==> src/sv/nbgc_pkg.sv <==
// Shared types, codes and constants for the narrow-band grid compaction block.
// No dependencies; imported by every module of the block.
`timescale 1ns / 1ps
`default_nettype none

package nbgc_pkg;

	// Default sizing handed to the top-level parameters
	localparam int MAX_NODES_DEF    = 8192;
	localparam int MAX_EXPONENT_DEF = 6;

	// Fixed field widths
	localparam int EXP_W     = 3;
	localparam int LIMIT_W   = 23;
	localparam int DIST_W    = 24;
	localparam int IDX_W     = 13;
	localparam int COUNT_W   = 14;
	localparam int NBR_SLOTS = 6;

	// Last neighbor slot walked per query
	localparam logic [2:0] LAST_SLOT_2D = 3'd3;
	localparam logic [2:0] LAST_SLOT_3D = 3'd5;

	typedef enum logic [1:0] {
		REQ_RESTART = 2'd0,
		REQ_LOAD    = 2'd1,
		REQ_QUERY   = 2'd2
	} req_code_t;

	typedef enum logic [1:0] {
		STS_OK          = 2'd0,
		STS_LOAD_FULL   = 2'd1,
		STS_QUERY_RANGE = 2'd2
	} status_t;

	typedef enum logic [1:0] {
		CFG_BAND_LIMIT = 2'd0,
		CFG_THREE_DIMS = 2'd1,
		CFG_GRID_EXP   = 2'd2
	} cfg_idx_t;

	typedef enum logic [1:0] {
		S_IDLE  = 2'd0,
		S_ISSUE = 2'd1,
		S_DRAIN = 2'd2
	} state_t;

	// Input transaction
	typedef struct packed {
		logic [1:0]               req_type;
		logic signed [DIST_W-1:0] distance;
		logic [IDX_W-1:0]         entry_index;
	} nbgc_in_t;

	// Result transaction
	typedef struct packed {
		logic [1:0]           status;
		logic                 in_band;
		logic [IDX_W-1:0]     band_index;
		logic [IDX_W-1:0]     grid_index;
		logic [NBR_SLOTS-1:0] nbr_valid;
		logic [IDX_W-1:0]     nbr_plus_i;
		logic [IDX_W-1:0]     nbr_minus_i;
		logic [IDX_W-1:0]     nbr_plus_j;
		logic [IDX_W-1:0]     nbr_minus_j;
		logic [IDX_W-1:0]     nbr_plus_k;
		logic [IDX_W-1:0]     nbr_minus_k;
		logic [COUNT_W-1:0]   band_count;
	} nbgc_out_t;

	// Neighbor slot issued into the address pipeline
	typedef struct packed {
		logic       vld;
		logic       last;
		logic [2:0] slot;
	} nbgc_issue_t;

	// Slot tag traveling along the address pipeline
	typedef struct packed {
		logic       vld;
		logic       last;
		logic       ok;
		logic [2:0] slot;
	} nbgc_tag_t;

endpackage

`default_nettype wire

==> src/sv/nbgc_nbr_pipe.sv <==
// Two-stage neighbor address pipeline: neighbor coordinates, grid bounds check,
// row-major index and node table read request. Depends on nbgc_pkg.
`timescale 1ns / 1ps
`default_nettype none

module nbgc_nbr_pipe import nbgc_pkg::*; #(
	parameter int MAX_NODES    = MAX_NODES_DEF,
	parameter int MAX_EXPONENT = MAX_EXPONENT_DEF
) (
	input  logic                                    clk,
	input  logic                                    arst_n,
	input  nbgc_issue_t                             issue,
	input  logic [2:0][MAX_EXPONENT:0]              coord,
	input  logic [EXP_W-1:0]                        exp_eff,
	input  logic [MAX_EXPONENT:0]                   side,
	input  logic                                    three_dims,
	input  logic [$clog2(MAX_NODES+1)-1:0]          load_pos,
	output logic                                    tbl_re,
	output logic [$clog2(MAX_NODES)-1:0]            tbl_raddr,
	output nbgc_tag_t                               tag_s2
);

	localparam int AW   = $clog2(MAX_NODES);
	localparam int PW   = $clog2(MAX_NODES + 1);
	localparam int CW   = MAX_EXPONENT + 1;
	localparam int NW   = 3 * CW;
	localparam int CMPW = (NW > PW) ? NW : PW;

	logic [1:0]          axis;
	logic                minus;
	logic [2:0][CW:0]    ncw;
	logic                in_grid;
	logic [2*CW-1:0]     lin_ij;

	nbgc_tag_t           tag_s1;
	logic [2*CW-1:0]     lin_s1;
	logic [CW-1:0]       k_s1;

	logic [NW-1:0]       lin_idx;
	logic                loaded;

	// Stage 1: step one axis, check every used axis against the side, fold i and j
	always_comb begin
		axis    = issue.slot[2:1];
		minus   = issue.slot[0];
		in_grid = 1'b1;
		for (int d = 0; d < 3; d++) begin
			ncw[d] = {1'b0, coord[d]};
			if (axis == 2'(d)) begin
				// a step below zero wraps to all ones and fails the bound
				ncw[d] = minus ? ncw[d] - (CW+1)'(1) : ncw[d] + (CW+1)'(1);
			end
			if ((d < 2 || three_dims) && ncw[d] >= {1'b0, side}) begin
				in_grid = 1'b0;
			end
		end
		// i * side + j, side being 2^e + 1
		lin_ij = ((2*CW)'(ncw[0][CW-1:0]) << exp_eff) + (2*CW)'(ncw[0][CW-1:0])
			+ (2*CW)'(ncw[1][CW-1:0]);
	end

	always_ff @(posedge clk or negedge arst_n) begin
		if (!arst_n) begin
			tag_s1 <= '0;
		end else begin
			tag_s1.vld  <= issue.vld;
			tag_s1.last <= issue.last;
			tag_s1.ok   <= in_grid;
			tag_s1.slot <= issue.slot;
		end
	end

	always_ff @(posedge clk) begin
		lin_s1 <= lin_ij;
		k_s1   <= ncw[2][CW-1:0];
	end

	// Stage 2: full row-major index, must lie below the load position
	always_comb begin
		if (three_dims) begin
			lin_idx = (NW'(lin_s1) << exp_eff) + NW'(lin_s1) + NW'(k_s1);
		end else begin
			lin_idx = NW'(lin_s1);
		end
		loaded    = CMPW'(lin_idx) < CMPW'(load_pos);
		tbl_re    = tag_s1.vld;
		tbl_raddr = AW'(lin_idx);
	end

	always_ff @(posedge clk or negedge arst_n) begin
		if (!arst_n) begin
			tag_s2 <= '0;
		end else begin
			tag_s2.vld  <= tag_s1.vld;
			tag_s2.last <= tag_s1.last;
			tag_s2.ok   <= tag_s1.ok && loaded;
			tag_s2.slot <= tag_s1.slot;
		end
	end

endmodule

`default_nettype wire

==> config.mk <==
export PLATFORM = sky130hd
export DESIGN_NAME = nbgc_nbr_pipe
export DESIGN_NICKNAME = d
export VERILOG_FILES = /design/src/sv/nbgc_pkg.sv /design/src/sv/nbgc_nbr_pipe.sv
export SDC_FILE = /design/constraint.sdc
export NUM_CORES = 1
export LEC_CHECK = 0
export ABC_AREA = 1
export BUFFER_PORTS_ARGS = -buffer_cell sky130_fd_sc_hd__buf_2
export CAP_MARGIN = 20
export CORE_MARGIN = 5
export CORE_UTILIZATION = 45
export CTS_BUF_LIST = sky130_fd_sc_hd__clkbuf_16
export CTS_CLUSTER_DIAMETER = 120
export DETAILED_ROUTE_END_ITERATION = 10
export HOLD_SLACK_MARGIN = 0.06
export MAX_ROUTING_LAYER = met4
export PLACE_DENSITY = 0.65
export SLEW_MARGIN = 20
export SYNTH_ARGS = -nofsm -noshare
export SYNTH_HDL_FRONTEND = slang
export SYNTH_SLANG_ARGS = --single-unit
export TNS_END_PERCENT = 30
==> constraint.sdc <==
create_clock -name clk -period 8.6 [get_ports clk]
set_input_delay 0.86 -clock clk [delete_from_list [all_inputs] [get_ports clk]]
set_output_delay 0.86 -clock clk [all_outputs]
set_load 0.01 [all_outputs]
* Word level (Yosys, flattened, before mapping) *
Cells that the tools add are included.

operators by class
  equal/unequal tests = 2
  shift operators = 2
  reductions and logical operators = 3
  order comparisons = 4
  add/sub/neg operators = 10
  multiplexer cells = 10

operators with widths
  operator               number
  $mux W8                6
  $add A14 B7 Y14        2
  $add A7 B1 Y8 const B  3
  $ge A8 B7 Y1           3
  $sub A7 B1 Y8 const B  3
  $add A21 B14 Y21       1
  $add A21 B7 Y21        1
  $lt A21 B14 Y1         1
  $mux W21               1
  $shl A14 B3 Y21        1
  $shl A7 B3 Y14         1
  $mux W1                3
  $eq A2 B1 Y1 const B   1
  $eq A2 B2 Y1 const B   1
  $logic_and A1 B1 Y1    2
  $logic_not A2 Y1       1

word-level totals
  flip-flop bits (word level) = 33
  logic and storage cells = 41
  output and inout bits = 20

* Depth between registers and ports, before layout *
Gate-level depths: netlist of run 1.

  depth after elaboration = 7
  depth in mapped cells = 29

* Worst setup path after synthesis of run 1 *
No wires, ideal clock.

  path type = input port to flip-flop
  start point = input exp_eff[1]
  end point = register tag_s2[3] in the netlist's numbering
  setup slack = 3765 ps
  data arrival time = 4761 ps
  cell stages on the path = 25
  buffers on the path = 3
  cells stage by stage = inv_2 > buf_6 > clkbuf_1 > clkbuf_1 > o21ai_0 > o21ai_0 > fa_1 > ha_1 > nand2_1 > inv_1 > nand2_1 > nand2_1 > inv_1 > o21ai_0 > inv_1 > or2_2 > a31oi_1 > ha_1 > nand2_1 > nor2_1 > a211oi_1 > o221ai_1 > o21ai_0 > nand3b_1 > a21oi_2

between the ends
  word-level cells in the longest chain between the ends = 6

ends and longest elaborated chain
  what                 line                 text
  from (decl)          nbgc_nbr_pipe.sv:14  input logic [EXP_W-1:0] exp_eff,
  $shl A14 B3 Y21      nbgc_nbr_pipe.sv:81  lin_idx = (NW'(lin_s1) << exp_eff) + NW'(lin_s1) + NW'(k_s1);
  $add A21 B14 Y21     nbgc_nbr_pipe.sv:81
  $add A21 B7 Y21      nbgc_nbr_pipe.sv:81
  $mux W21             nbgc_nbr_pipe.sv:80  if (three_dims) begin
  net tbl_raddr[8]     nbgc_nbr_pipe.sv:19  output logic [$clog2(MAX_NODES)-1:0] tbl_raddr,
  $lt A21 B14 Y1       nbgc_nbr_pipe.sv:85  loaded = CMPW'(lin_idx) < CMPW'(load_pos);
  $logic_and A1 B1 Y1  nbgc_nbr_pipe.sv:96  tag_s2.ok <= tag_s1.ok && loaded;
  to (decl)            nbgc_nbr_pipe.sv:20  output nbgc_tag_t tag_s2

The timed path passes the listed nets, and every way through them passes these cells.

* Worst setup path after layout of run 1 *
  start point = input exp_eff[2]
  end point = output tbl_raddr[11]

between the ends
  word-level cells in the longest chain between the ends = 4

ends and longest elaborated chain
  what              line
  $shl A14 B3 Y21   nbgc_nbr_pipe.sv:81
  $add A21 B14 Y21  nbgc_nbr_pipe.sv:81
  $add A21 B7 Y21   nbgc_nbr_pipe.sv:81
  $mux W21          nbgc_nbr_pipe.sv:80
  to (decl)         nbgc_nbr_pipe.sv:19

No other way between the ends.

==> impl_metrics.tcl, run 1 <==
set metrics [dict create \
    drt-wirelength-per-cell_um 12.5 \
    critical_path_peak_fanout 31 \
    hold-path-endpoint "tag_s2[0]" \
    cts_buffer_depth 2 \
    htree_depth 2 \
    post-cts-setup-buffers 0 \
    critPathCaptureType "output port" \
    cts.clk_slew.worst_paths_ns 0.05 \
    port_buffers 72 \
    areaGrowthSynthToFinish_pct 12.4 \
    ys_ff_latch 33 \
    tmin_final_ns 5.33 \
    cts-hold-fix-buffers 0 \
    first_pass_grt_wire_length_um 20600 \
    slew_headroom_pct 34.8 \
    power.sequential.fraction_pct 16.2 \
    first_global_vias 4741 \
    hold_path_startpoint "tag_s1[0]" \
    ir_drop_mv 0.161 \
    syn_inst 779 \
    die-area_um2 13700 \
    grt_usage_pct 18.8 \
    p_switching_uw 632 \
    cts_resized 0 \
    finalCritPeriodShare_pct 62.0 \
    p_int_uw 720 \
    fin_ws_ns 3.27 \
    clock_tree_from_tritoncts "built" \
    netlist_top_cells_area "sky130_fd_sc_hd__ha_1 19%, sky130_fd_sc_hd__nand2_1 15%, sky130_fd_sc_hd__dfxtp_1 8.1%, sky130_fd_sc_hd__inv_1 7.5%, sky130_fd_sc_hd__fa_1 7.3%" \
    detailedPlacementHpwl_um 10500 \
    r2r_setup_slack_ns 4.32 \
    cts_sinks 33 \
    overflow 0 \
    dieHeight_um 117 \
    preCtsSetupSlack_ns 3.27 \
    post-synth-top-area-cell "sky130_fd_sc_hd__ha_1" \
    count_of_pins_on_the_block_boundary 73 \
    run_status "completed" \
    synthesized_netlist_net_count 931 \
    maxClockFrequency_mhz 188 \
    die_x_um 117 \
    cts_made_buffers 5 \
    critical_path_required_ns 7.74 \
    synth.yosys.seq_area_share_pct 13.9 \
    via_count 5056 \
    rows 39 \
    report.final.setup_viol 0 \
    grt_start_max_net_pins 32 \
    cap_violations 0 \
    worstReg2RegEnd "tag_s2[3]" \
    power.density_cell_area_nw_per_um2 232 \
    signal_arrival_time_at_the_worst_endpoint_ns 4.47 \
    actual_slew_at_the_worst_max_slew_pin_ns 0.977 \
    yosys.cell_types.count 39 \
    globalplace.congestion 0.905 \
    totalWireLength_um 12300 \
    drive_gt1_share_pct 13.9 \
    layout.nets 992 \
    design.core.area_um2 11400 \
    min-delay-path-class "flip-flop to flip-flop" \
    power_frac_clock_pct 17.3 \
    iteration_0_drc_markers 207 \
    syn-cell-area_um2 5180 \
    r2r_start "lin_s1[1]" \
    hold_violations 0 \
    timing.critical_path.from_type "input pin" \
    unrepaired_setup_endpoints_after_global_routing "no" \
    postSynthAreaPerCell_um2 6.64 \
    viasPerCell 5.14 \
    drt_pass1_iterations 5 \
    clock_latency_ns 0.28 \
    pwr-share-comb_pct 66.5 \
    reg2reg_depth 25 \
    whs_path_depth 0 \
    synthDominantCellAreaShare_pct 19.3 \
    initial_core_util_pct 45.5 \
    synth-warning-count 0 \
    final_total_negative_setup_slack_ns 0 \
    slew_viol_final 0 \
    setup_crit_path_kind "input pin to output port" \
    antenna_cells_inserted 0 \
    ant_nets 0 \
    clock_tree_root_buffer_cell "sky130_fd_sc_hd__clkbuf_16" \
    timing.clock.skew_ns 0.00203 \
    p_leak_nw 3.12 \
    grt_antenna_before_repair 0 \
    switching_share_pct 46.7 \
    drc_errors 0 \
]
final cells by class:
type	instances	area [um^2]
clock buffer	5	125
clock inverter	3	68.8
fill	1120	5550
inverter	110	418
multi-input combinational	618	3940
sequential	33	721
tap	143	179
timing repair buffer	72	360
worst max-delay path by stage:
stage / startpoint / to
final: exp_eff[2] / tbl_raddr[11]
after global routing: exp_eff[2] / tbl_raddr[11]
after CTS: exp_eff[2] / tbl_raddr[11]
after detailed placement: exp_eff[2] / tbl_raddr[11]
after global placement: exp_eff[2] / tbl_raddr[11]
after floorplan: exp_eff[1] / tag_s2[3]
flip-flops by register name, indices dropped and copies added (netlist names):
signal / count
lin_s1: 14
k_s1: 7
tag_s2: 6
tag_s1: 5
tbl_re: 1
cell usage after synthesis, drive strengths merged:
cell type and count:
a211oi 3, a21boi 3, a21oi 47, a31oi 5, and2 1, buf 8, clkbuf 10, dfrtp 12
dfxtp 21, fa 19, ha 80, inv 110, mux2i 3, nand2 217, nand3 49, nand3b 6
nand4 6, nor2 47, nor3 6, nor4b 1, o211ai 3, o21a 1, o21ai 77, o21bai 4
o221ai 1, or2 8, xnor2 15, xor2 16
power by group through the flow:
| stage | Combinational (mW) | Sequential, mW | Clock (mW) |
|---|---|---|---|
| after global routing | 1.04 | 0.225 | 0.245 |
| after floorplan | 0.681 | 0.213 | 0 |
| after CTS | 0.905 | 0.219 | 0.237 |
| final | 0.899 | 0.219 | 0.234 |
| after detailed placement | 0.899 | 0.223 | 0 |
| after global placement | 0.873 | 0.221 | 0 |
layer usage:
layer	global-route usage, %	part of all wire, %
met1	22.5	45
met2	34.6	49
met3	1.34	4.6
met4	4.13	1.2
met5	-	0
cells in the final DEF (no fill, tap or decap), types with 2 or more instances in the layout:
cell type,count
sky130_fd_sc_hd__nor2_2,6
sky130_fd_sc_hd__clkbuf_16,5
sky130_fd_sc_hd__ha_1,80
sky130_fd_sc_hd__inv_6,2
sky130_fd_sc_hd__o21ai_0,66
sky130_fd_sc_hd__a21oi_1,46
sky130_fd_sc_hd__nor2_1,41
sky130_fd_sc_hd__o211ai_1,3
sky130_fd_sc_hd__inv_2,5
sky130_fd_sc_hd__dfxtp_1,21
sky130_fd_sc_hd__o21bai_1,4
sky130_fd_sc_hd__xor2_1,16
sky130_fd_sc_hd__nor3_1,6
sky130_fd_sc_hd__nand3_2,4
sky130_fd_sc_hd__or2_2,8
sky130_fd_sc_hd__buf_2,72
sky130_fd_sc_hd__a31oi_1,4
sky130_fd_sc_hd__xnor2_1,15
sky130_fd_sc_hd__nand4_1,6
sky130_fd_sc_hd__nand3b_1,6
sky130_fd_sc_hd__nand3_1,45
sky130_fd_sc_hd__inv_1,104
sky130_fd_sc_hd__o21ai_1,4
sky130_fd_sc_hd__dfrtp_1,12
sky130_fd_sc_hd__o21ai_2,7
sky130_fd_sc_hd__bufinv_16,2
sky130_fd_sc_hd__mux2i_1,3
sky130_fd_sc_hd__nand2_2,4
sky130_fd_sc_hd__nand2_1,213
sky130_fd_sc_hd__a211oi_1,3
sky130_fd_sc_hd__fa_1,19
sky130_fd_sc_hd__a21boi_0,3
cells by family after synthesis:
kind of cell               share of synthesized area, %
muxes                                             0.580
adders and majority gates                          26.7
buffers and inverters                              9.89
and+or+nand+nor                                    28.2
DFF                                                13.9
AOI/OAI and AO/OA                                  15.5
xor gates and xnor gates                           5.25
critical path, cell delays in order:
cell                      delay [ns]
sky130_fd_sc_hd__buf_2          0.24
sky130_fd_sc_hd__inv_1          0.77
sky130_fd_sc_hd__nand2_1        0.17
sky130_fd_sc_hd__fa_1           0.52
sky130_fd_sc_hd__inv_1          0.04
sky130_fd_sc_hd__ha_1           0.22
sky130_fd_sc_hd__fa_1           0.42
sky130_fd_sc_hd__nand3_1        0.12
sky130_fd_sc_hd__nand2_1        0.08
sky130_fd_sc_hd__nand2_1        0.08
sky130_fd_sc_hd__nand2_1        0.05
sky130_fd_sc_hd__nand2_1        0.05
sky130_fd_sc_hd__nand2_1        0.09
sky130_fd_sc_hd__inv_1          0.06
sky130_fd_sc_hd__o21ai_1        0.09
sky130_fd_sc_hd__nand3_1        0.10
sky130_fd_sc_hd__nand2_1        0.06
sky130_fd_sc_hd__xnor2_1        0.12
sky130_fd_sc_hd__o21ai_1        0.16
sky130_fd_sc_hd__buf_2          0.16
through the flow:
step	cells	utilization, %	hold slack (ns)	area (um^2)	power [mW]
after floorplan	779	-	0.331	5180	0.894
after global placement	976	49.4	0.331	5620	1.09
after detailed placement	976	49.4	0.335	5620	1.12
after CTS	984	51.2	0.343	5820	1.36
after global routing	984	51.2	0.355	5820	1.51
final	984	51.2	0.343	5820	1.35
Power figures use the tool's default switching activity.
==> run 2, diff against run 1 <==
- ABC_AREA: 1 -> 0
- PLACE_DENSITY: 0.65 -> 0.68
- clock period: 8.6 -> 4.6 ns (I/O delays scaled with it)
==> impl_metrics.tcl, run 2 <==
set metrics [dict create \
    synthDominantCellAreaShare_pct 19.1 \
    layout_common_cells "80 x sky130_fd_sc_hd__ha_1, 71 x sky130_fd_sc_hd__buf_2, 62 x sky130_fd_sc_hd__nand2_1, 56 x sky130_fd_sc_hd__inv_1, 36 x sky130_fd_sc_hd__a21oi_1" \
    globalplace.congestion 0.939 \
    rows 39 \
    post-layout-total-power_mw 2.97 \
    yosys.cell_types.count 67 \
    count_of_pins_on_the_block_boundary 73 \
    netlist_top_cells_area "sky130_fd_sc_hd__ha_1 19%, sky130_fd_sc_hd__dfxtp_1 8.0%, sky130_fd_sc_hd__fa_1 7.3%, sky130_fd_sc_hd__dfrtp_1 5.7%, sky130_fd_sc_hd__nand2_1 4.4%" \
    ys_ff_latch 33 \
    signal_arrival_time_at_the_worst_endpoint_ns 4.49 \
    critical_path_required_ns 4.76 \
    htree_depth 2 \
    syn_inst 642 \
    synthesized_netlist_net_count 794 \
    ys_async_sr_fraction_pct 36.4 \
    unrepaired_setup_endpoints_after_global_routing "no" \
    postSynthAreaPerCell_um2 8.15 \
    clock_tree_from_tritoncts "built" \
    ir_drop_mv 0.470 \
    finalCritPeriodShare_pct 94.0 \
    clock_latency_ns 0.28 \
    actual_slew_at_the_worst_max_slew_pin_ns 0.570 \
    synthTopCellsByCount "80 x sky130_fd_sc_hd__ha_1, 62 x sky130_fd_sc_hd__nand2_1, 56 x sky130_fd_sc_hd__inv_1, 38 x sky130_fd_sc_hd__o21ai_0, 37 x sky130_fd_sc_hd__a21oi_1" \
    synth.yosys.seq_area_share_pct 13.8 \
    cap_violations 0 \
    slew_headroom_pct 61.7 \
    layout.nets 870 \
    via_count 4880 \
    min-delay-path-class "input pin to async pin" \
    run_status "completed" \
    maxClockFrequency_mhz 231 \
    initial_core_util_pct 45.8 \
    timing.clock.skew_ns 0.00587 \
    multi_input_comb_area_um2 4220 \
    final_design_area_no_fill_um2 6040 \
    syn-cell-area_um2 5230 \
    areaGrowthSynthToFinish_pct 15.5 \
    overflow 0 \
    die-area_um2 13900 \
    nFillCells 1100 \
    dieHeight_um 118 \
    detailedPlacementHpwl_um 11100 \
    first_pass_grt_wire_length_um 22300 \
    critical_path_peak_fanout 8 \
    grt_start_max_net_pins 22 \
    tmin_final_ns 4.32 \
    first_global_vias 4845 \
    design.core.area_um2 11400 \
    hold_violations 0 \
    timing.critical_path.from_type "input pin" \
    drt-wirelength-per-cell_um 15.5 \
    viasPerCell 5.66 \
    cts_buffer_depth 2 \
    drt_pass1_iterations 4 \
    power.density_cell_area_nw_per_um2 491 \
    port_buffers 72 \
    dominantRegCellSynth "sky130_fd_sc_hd__dfxtp_1" \
    synth_enable_flop_cells 0 \
    most_common_library_cell_in_the_layout_ignoring_fill_and_taps "sky130_fd_sc_hd__ha_1" \
    sequential_cell_area_um2 721 \
    critPathCaptureType "flip-flop" \
    post-synth-top-area-cell "sky130_fd_sc_hd__ha_1" \
    grt_usage_pct 19.2 \
    die_x_um 118 \
    drc_errors 0 \
    layout_top_registers "lin_s1: 14 flops, k_s1: 7 flops, tag_s2: 6 flops" \
    p_leak_nw 3.03 \
    cts_made_buffers 5 \
    iteration_0_drc_markers 269 \
    drive_gt1_share_pct 19.3 \
    cts.clk_slew.worst_paths_ns 0.06 \
    report.final.setup_viol 0 \
    antenna_cells_inserted 0 \
    synth-warning-count 0 \
    clock_tree_root_buffer_cell "sky130_fd_sc_hd__clkbuf_16" \
    grt_antenna_before_repair 0 \
    registers.top_by_ff_count "lin_s1" \
    setup_crit_path_kind "input pin to flip-flop" \
    totalWireLength_um 13300 \
    cts_sinks 33 \
    ant_nets 0 \
    synthMostInstantiatedCell "sky130_fd_sc_hd__ha_1" \
    slew_viol_final 0 \
    place_area_um2 5820 \
    number_of_flip_flops_under_the_largest_register_name 14 \
]
==> run 2: cell types whose count changed after synthesis, moves of 10 or more <==
| cell | delta |
|---|---|
| sky130_fd_sc_hd__nand2_1 | -151 |
| sky130_fd_sc_hd__inv_1 | -48 |
| sky130_fd_sc_hd__nand3_1 | -34 |
| sky130_fd_sc_hd__o21ai_0 | -28 |
| sky130_fd_sc_hd__a21o_1 | +26 |
| sky130_fd_sc_hd__mux2_2 | +17 |
| sky130_fd_sc_hd__mux2i_1 | +17 |
| sky130_fd_sc_hd__nand2b_1 | +11 |
| sky130_fd_sc_hd__xnor2_1 | +10 |
==> run 2: area by class of cell <==
class | instances | area share (%)
Clock buffer | 5 | 2.07
Clock inverter | 3 | 1.14
Inverter | 56 | 3.48
Multi-Input combinational cell | 530 | 69.8
Sequential cell | 33 | 11.9
Tap cell | 143 | 2.96
Timing Repair Buffer | 92 | 8.61
==> run 2: logic make-up (layout without fill, tap and decap cells) <==
family          Yosys count  after routing  share of synthesized area [%]
compound gates          175            175                           22.3
mux                      39             39                           8.06
simple gates            182            182                           17.6
buf+inv                  79            156                           6.07
xor+xnor                 35             35                           5.86
fa+ha+maj                99             99                           26.4
flops                    33             33                           13.8
==> run 2: metrics by stage <==
stage / TNS, ns / hold WS [ns] / utilization, % / setup WS (ns) / cells
2_1_floorplan: 0 / 0.164 / - / 0.000517 / 642
3_3_place_gp: 0 / 0.332 / 51.0 / 0.0493 / 853
3_5_place_dp: -0.0724 / 0.336 / 51.0 / -0.0549 / 853
4_1_cts: 0 / 0.0963 / 52.7 / 0.218 / 861
5_1_grt: 0 / 0.107 / 52.9 / 0.0109 / 862
6_report: 0 / 0.0952 / 52.9 / 0.277 / 862
==> run 2: worst max-delay path, stage by stage <==
cell,delay (ns)
sky130_fd_sc_hd__buf_2,0.16
sky130_fd_sc_hd__fa_1,0.46
sky130_fd_sc_hd__a21oi_1,0.25
sky130_fd_sc_hd__mux2i_1,0.30
sky130_fd_sc_hd__nand2_1,0.13
sky130_fd_sc_hd__mux2_4,0.32
sky130_fd_sc_hd__mux2i_1,0.20
sky130_fd_sc_hd__o22ai_1,0.13
sky130_fd_sc_hd__fa_1,0.45
sky130_fd_sc_hd__ha_1,0.34
sky130_fd_sc_hd__o21ai_0,0.09
sky130_fd_sc_hd__nand2b_1,0.09
sky130_fd_sc_hd__and2_1,0.18
sky130_fd_sc_hd__o41ai_1,0.38
sky130_fd_sc_hd__buf_4,0.20
sky130_fd_sc_hd__inv_1,0.04
sky130_fd_sc_hd__and4b_1,0.18
sky130_fd_sc_hd__mux2i_1,0.12
==> run 2: report_power, final <==
part | internal [mW] | switching (mW)
clock network | 0.312 | 0.131
registers | 0.350 | 0.0752
logic | 0.980 | 1.12
==> run 2: layer usage <==
| layer | part of all wire, % | global-route usage [%] |
|---|---|---|
| met3 | 4.4 | 2.21 |
| met2 | 50 | 33.4 |
| met1 | 45 | 24.0 |
| met4 | 1.3 | 4.16 |
| met5 | 0 | - |
==> run 2: repair_timing <==
item,4_1_cts,5_1_grt
hold buffers,0,0
setup endpoints to repair,0,3
buffers inserted,0,1
gates resized for setup,0,8
==> run 2: path summary, 6_finish.rpt <==
| check | start | endpoint | slack, ns | cells past startpoint |
|---|---|---|---|---|
| worst max-delay path | issue[0] | lin_s1[13] | 0.28 | 18 |
| worst min-delay path | arst_n | tag_s1[0] | 0.1 | 1 |
| worst max register to register | lin_s1[0] | tag_s2[3] | 0.38 | 17 |
| worst min register to register | tag_s1[2] | tag_s2[2] | 0.35 | 0 |
| max in group asynchronous | arst_n | tag_s2[4] | 4.23 | 1 |
| min in group clk | issue[3] | tag_s1[4] | 0.28 | 1 |
==> run 3, diff against run 2 <==
- BUFFER_PORTS_ARGS: -buffer_cell sky130_fd_sc_hd__buf_2 -> -buffer_cell sky130_fd_sc_hd__buf_4
==> impl_metrics.tcl, run 3 (same netlist as run 2, synthesis figures left out) <==
set metrics [dict create \
    die-area_um2 13900 \
    timing.clock.skew_ns 0.00376 \
    r2r_setup_slack_ns 0.32 \
    layout_common_cells "93 x sky130_fd_sc_hd__buf_4, 80 x sky130_fd_sc_hd__ha_1, 62 x sky130_fd_sc_hd__nand2_1, 56 x sky130_fd_sc_hd__inv_1, 37 x sky130_fd_sc_hd__a21oi_1" \
    dieHeight_um 118 \
    final_design_area_no_fill_um2 6230 \
    grtUsageMet2_pct 34.5 \
    count_of_pins_on_the_block_boundary 73 \
    grt_antenna_before_repair 0 \
    number_of_flip_flops_under_the_largest_register_name 14 \
    clock_latency_ns 0.28 \
    first_global_vias 5184 \
    final_cells 864 \
    areaGrowthSynthToFinish_pct 19.0 \
    place.detailed.instances 855 \
    r2r_start "lin_s1[0]" \
    p_leak_nw 3.09 \
    grt_usage_pct 19.6 \
    nFillCells 1053 \
    signal_arrival_time_at_the_worst_endpoint_ns 4.50 \
    via_count 4937 \
    drc_errors 0 \
    layout_top_registers "lin_s1: 14 flops, k_s1: 7 flops, tag_s2: 6 flops" \
    report.final.setup_viol 0 \
    globalRouteMet1Util_pct 23.9 \
    cap_violations 0 \
    power.density_cell_area_nw_per_um2 490 \
    timing.critical_path.from_type "input pin" \
    slew_viol_final 0 \
    multi_input_comb_area_um2 4210 \
    finalCritPeriodShare_pct 94.0 \
    critical_path_peak_fanout 8 \
    cts_sinks 33 \
    first_pass_grt_wire_length_um 23200 \
    clock_tree_root_buffer_cell "sky130_fd_sc_hd__clkbuf_16" \
    worstReg2RegEnd "tag_s2[3]" \
    timing.critical_path.from "exp_eff[0]" \
    critical_path.endpoint "tag_s2[3]" \
    unrepaired_setup_endpoints_after_global_routing "no" \
    grt-busiest-layer "met2" \
    tmin_final_ns 4.33 \
    drt-wirelength-per-cell_um 15.4 \
    drt_pass1_iterations 5 \
    layout.nets 872 \
    viasPerCell 5.71 \
    registers.top_by_ff_count "lin_s1" \
    actual_slew_at_the_worst_max_slew_pin_ns 0.577 \
    ir_drop_mv 0.461 \
    critical_path_required_ns 4.78 \
    detailedPlacementHpwl_um 11000 \
    globalplace.congestion 0.887 \
    setup_crit_path_kind "input pin to flip-flop" \
    overflow 0 \
    most_common_library_cell_in_the_layout_ignoring_fill_and_taps "sky130_fd_sc_hd__buf_4" \
    cts.clk_slew.worst_paths_ns 0.06 \
    drive_gt1_share_pct 19.3 \
    antenna_cells_inserted 0 \
    htree_depth 2 \
    design.core.area_um2 11400 \
    grt_use_met3_pct 2.26 \
    initial_core_util_pct 45.8 \
    hold_violations 0 \
    clock_tree_from_tritoncts "built" \
    iteration_0_drc_markers 196 \
    slew_headroom_pct 61.2 \
    post-route-util_pct 54.5 \
    rows 39 \
    place_area_um2 6020 \
    ant_nets 0 \
    totalWireLength_um 13300 \
    reg2reg_depth 17 \
    cts_buffer_depth 2 \
    grt_start_max_net_pins 25 \
    min-delay-path-class "input pin to flip-flop" \
    maxClockFrequency_mhz 231 \
    final.hold.worst_slack_ns 0.287 \
    run_status "completed" \
    port_buffers 72 \
    cts_made_buffers 5 \
    sequential_cell_area_um2 721 \
    die_x_um 118 \
    critPathCaptureType "flip-flop" \
]
-- run 3: cell types whose count changed in the layout (fill, tap and decap cells not counted), moves of 2 or more --
| cell | before | now |
|---|---|---|
| sky130_fd_sc_hd__buf_2 | 71 | 0 |
| sky130_fd_sc_hd__buf_6 | 2 | 0 |
| sky130_fd_sc_hd__o21ai_0 | 34 | 36 |
| sky130_fd_sc_hd__o21ai_1 | 6 | 4 |
| sky130_fd_sc_hd__buf_4 | 18 | 93 |
-- run 3: worst min path at each step --
stage	cells after the start	end	from
2_1_floorplan	0	tag_s1[0]	arst_n
3_3_place_gp	1	tag_s1[0]	arst_n
3_5_place_dp	1	tag_s1[0]	arst_n
4_1_cts	1	tbl_re	issue[4]
5_1_grt	1	tbl_re	issue[4]
6_report	1	tag_s1[4]	issue[3]
-- run 3: what timing repair did --
| item | CTS | global route |
|---|---|---|
| gates resized for setup | 0 | 2 |
| hold endpoints to repair | 12 | 0 |
| setup buffers | 0 | 0 |
| hold buffers | 1 | 0 |
| endpoints found under the setup margin | 0 | 1 |
-- run 3: report_power, final --
group          switching [mW]  total (mW)  internal, mW  leakage (nW)
Sequential             0.0735       0.424         0.350         0.320
Clock                   0.128       0.440         0.312        0.0944
Combinational            1.13        2.19          1.06          2.68
Total                    1.33        3.05          1.72          3.09
-- run 3: worst max-delay path: stages --
cell	delay (ns)
sky130_fd_sc_hd__buf_4	0.17
sky130_fd_sc_hd__mux2_2	0.36
sky130_fd_sc_hd__o21ai_0	0.23
sky130_fd_sc_hd__o22ai_1	0.14
sky130_fd_sc_hd__fa_1	0.45
sky130_fd_sc_hd__ha_1	0.37
sky130_fd_sc_hd__a21oi_1	0.29
sky130_fd_sc_hd__o211ai_1	0.21
sky130_fd_sc_hd__a31oi_2	0.28
sky130_fd_sc_hd__o21ai_2	0.11
sky130_fd_sc_hd__o21ai_0	0.15
sky130_fd_sc_hd__nand2b_1	0.08
sky130_fd_sc_hd__xnor2_1	0.13
sky130_fd_sc_hd__mux2i_1	0.20
sky130_fd_sc_hd__ha_1	0.27
sky130_fd_sc_hd__nor2b_1	0.13
sky130_fd_sc_hd__o21ai_0	0.15
sky130_fd_sc_hd__nand3b_1	0.09
sky130_fd_sc_hd__a211oi_1	0.23
-- run 3: stage by stage --
step / TNS (ns) / worst slack [ns] / total power [mW]
finish: 0 / 0.274 / 3.05
global route: 0 / 0.00625 / 3.36
CTS: 0 / 0.245 / 3.07
detailed placement: -0.0337 / -0.0337 / 2.60
global placement: 0 / 0.133 / 2.53
floorplan: 0 / 0.000517 / 1.96
-- run 3: per-layer routing --
| layer | share of wire, % | vias up |
|---|---|---|
| li1 | - | 2462 |
| met1 | 45 | 2303 |
| met2 | 50 | 156 |
| met3 | 4.2 | 16 |
| met4 | 1.2 | 0 |
| met5 | 0 | - |
-- run 3: area by class of cell --
type,count,share of cell area [%]
multi-input combinational,530,67.7
sequential,33,11.6
clock inverter,3,1.11
inverter,56,3.38
clock buffer,5,2.01
timing repair buffer,94,11.4
tap,143,2.87
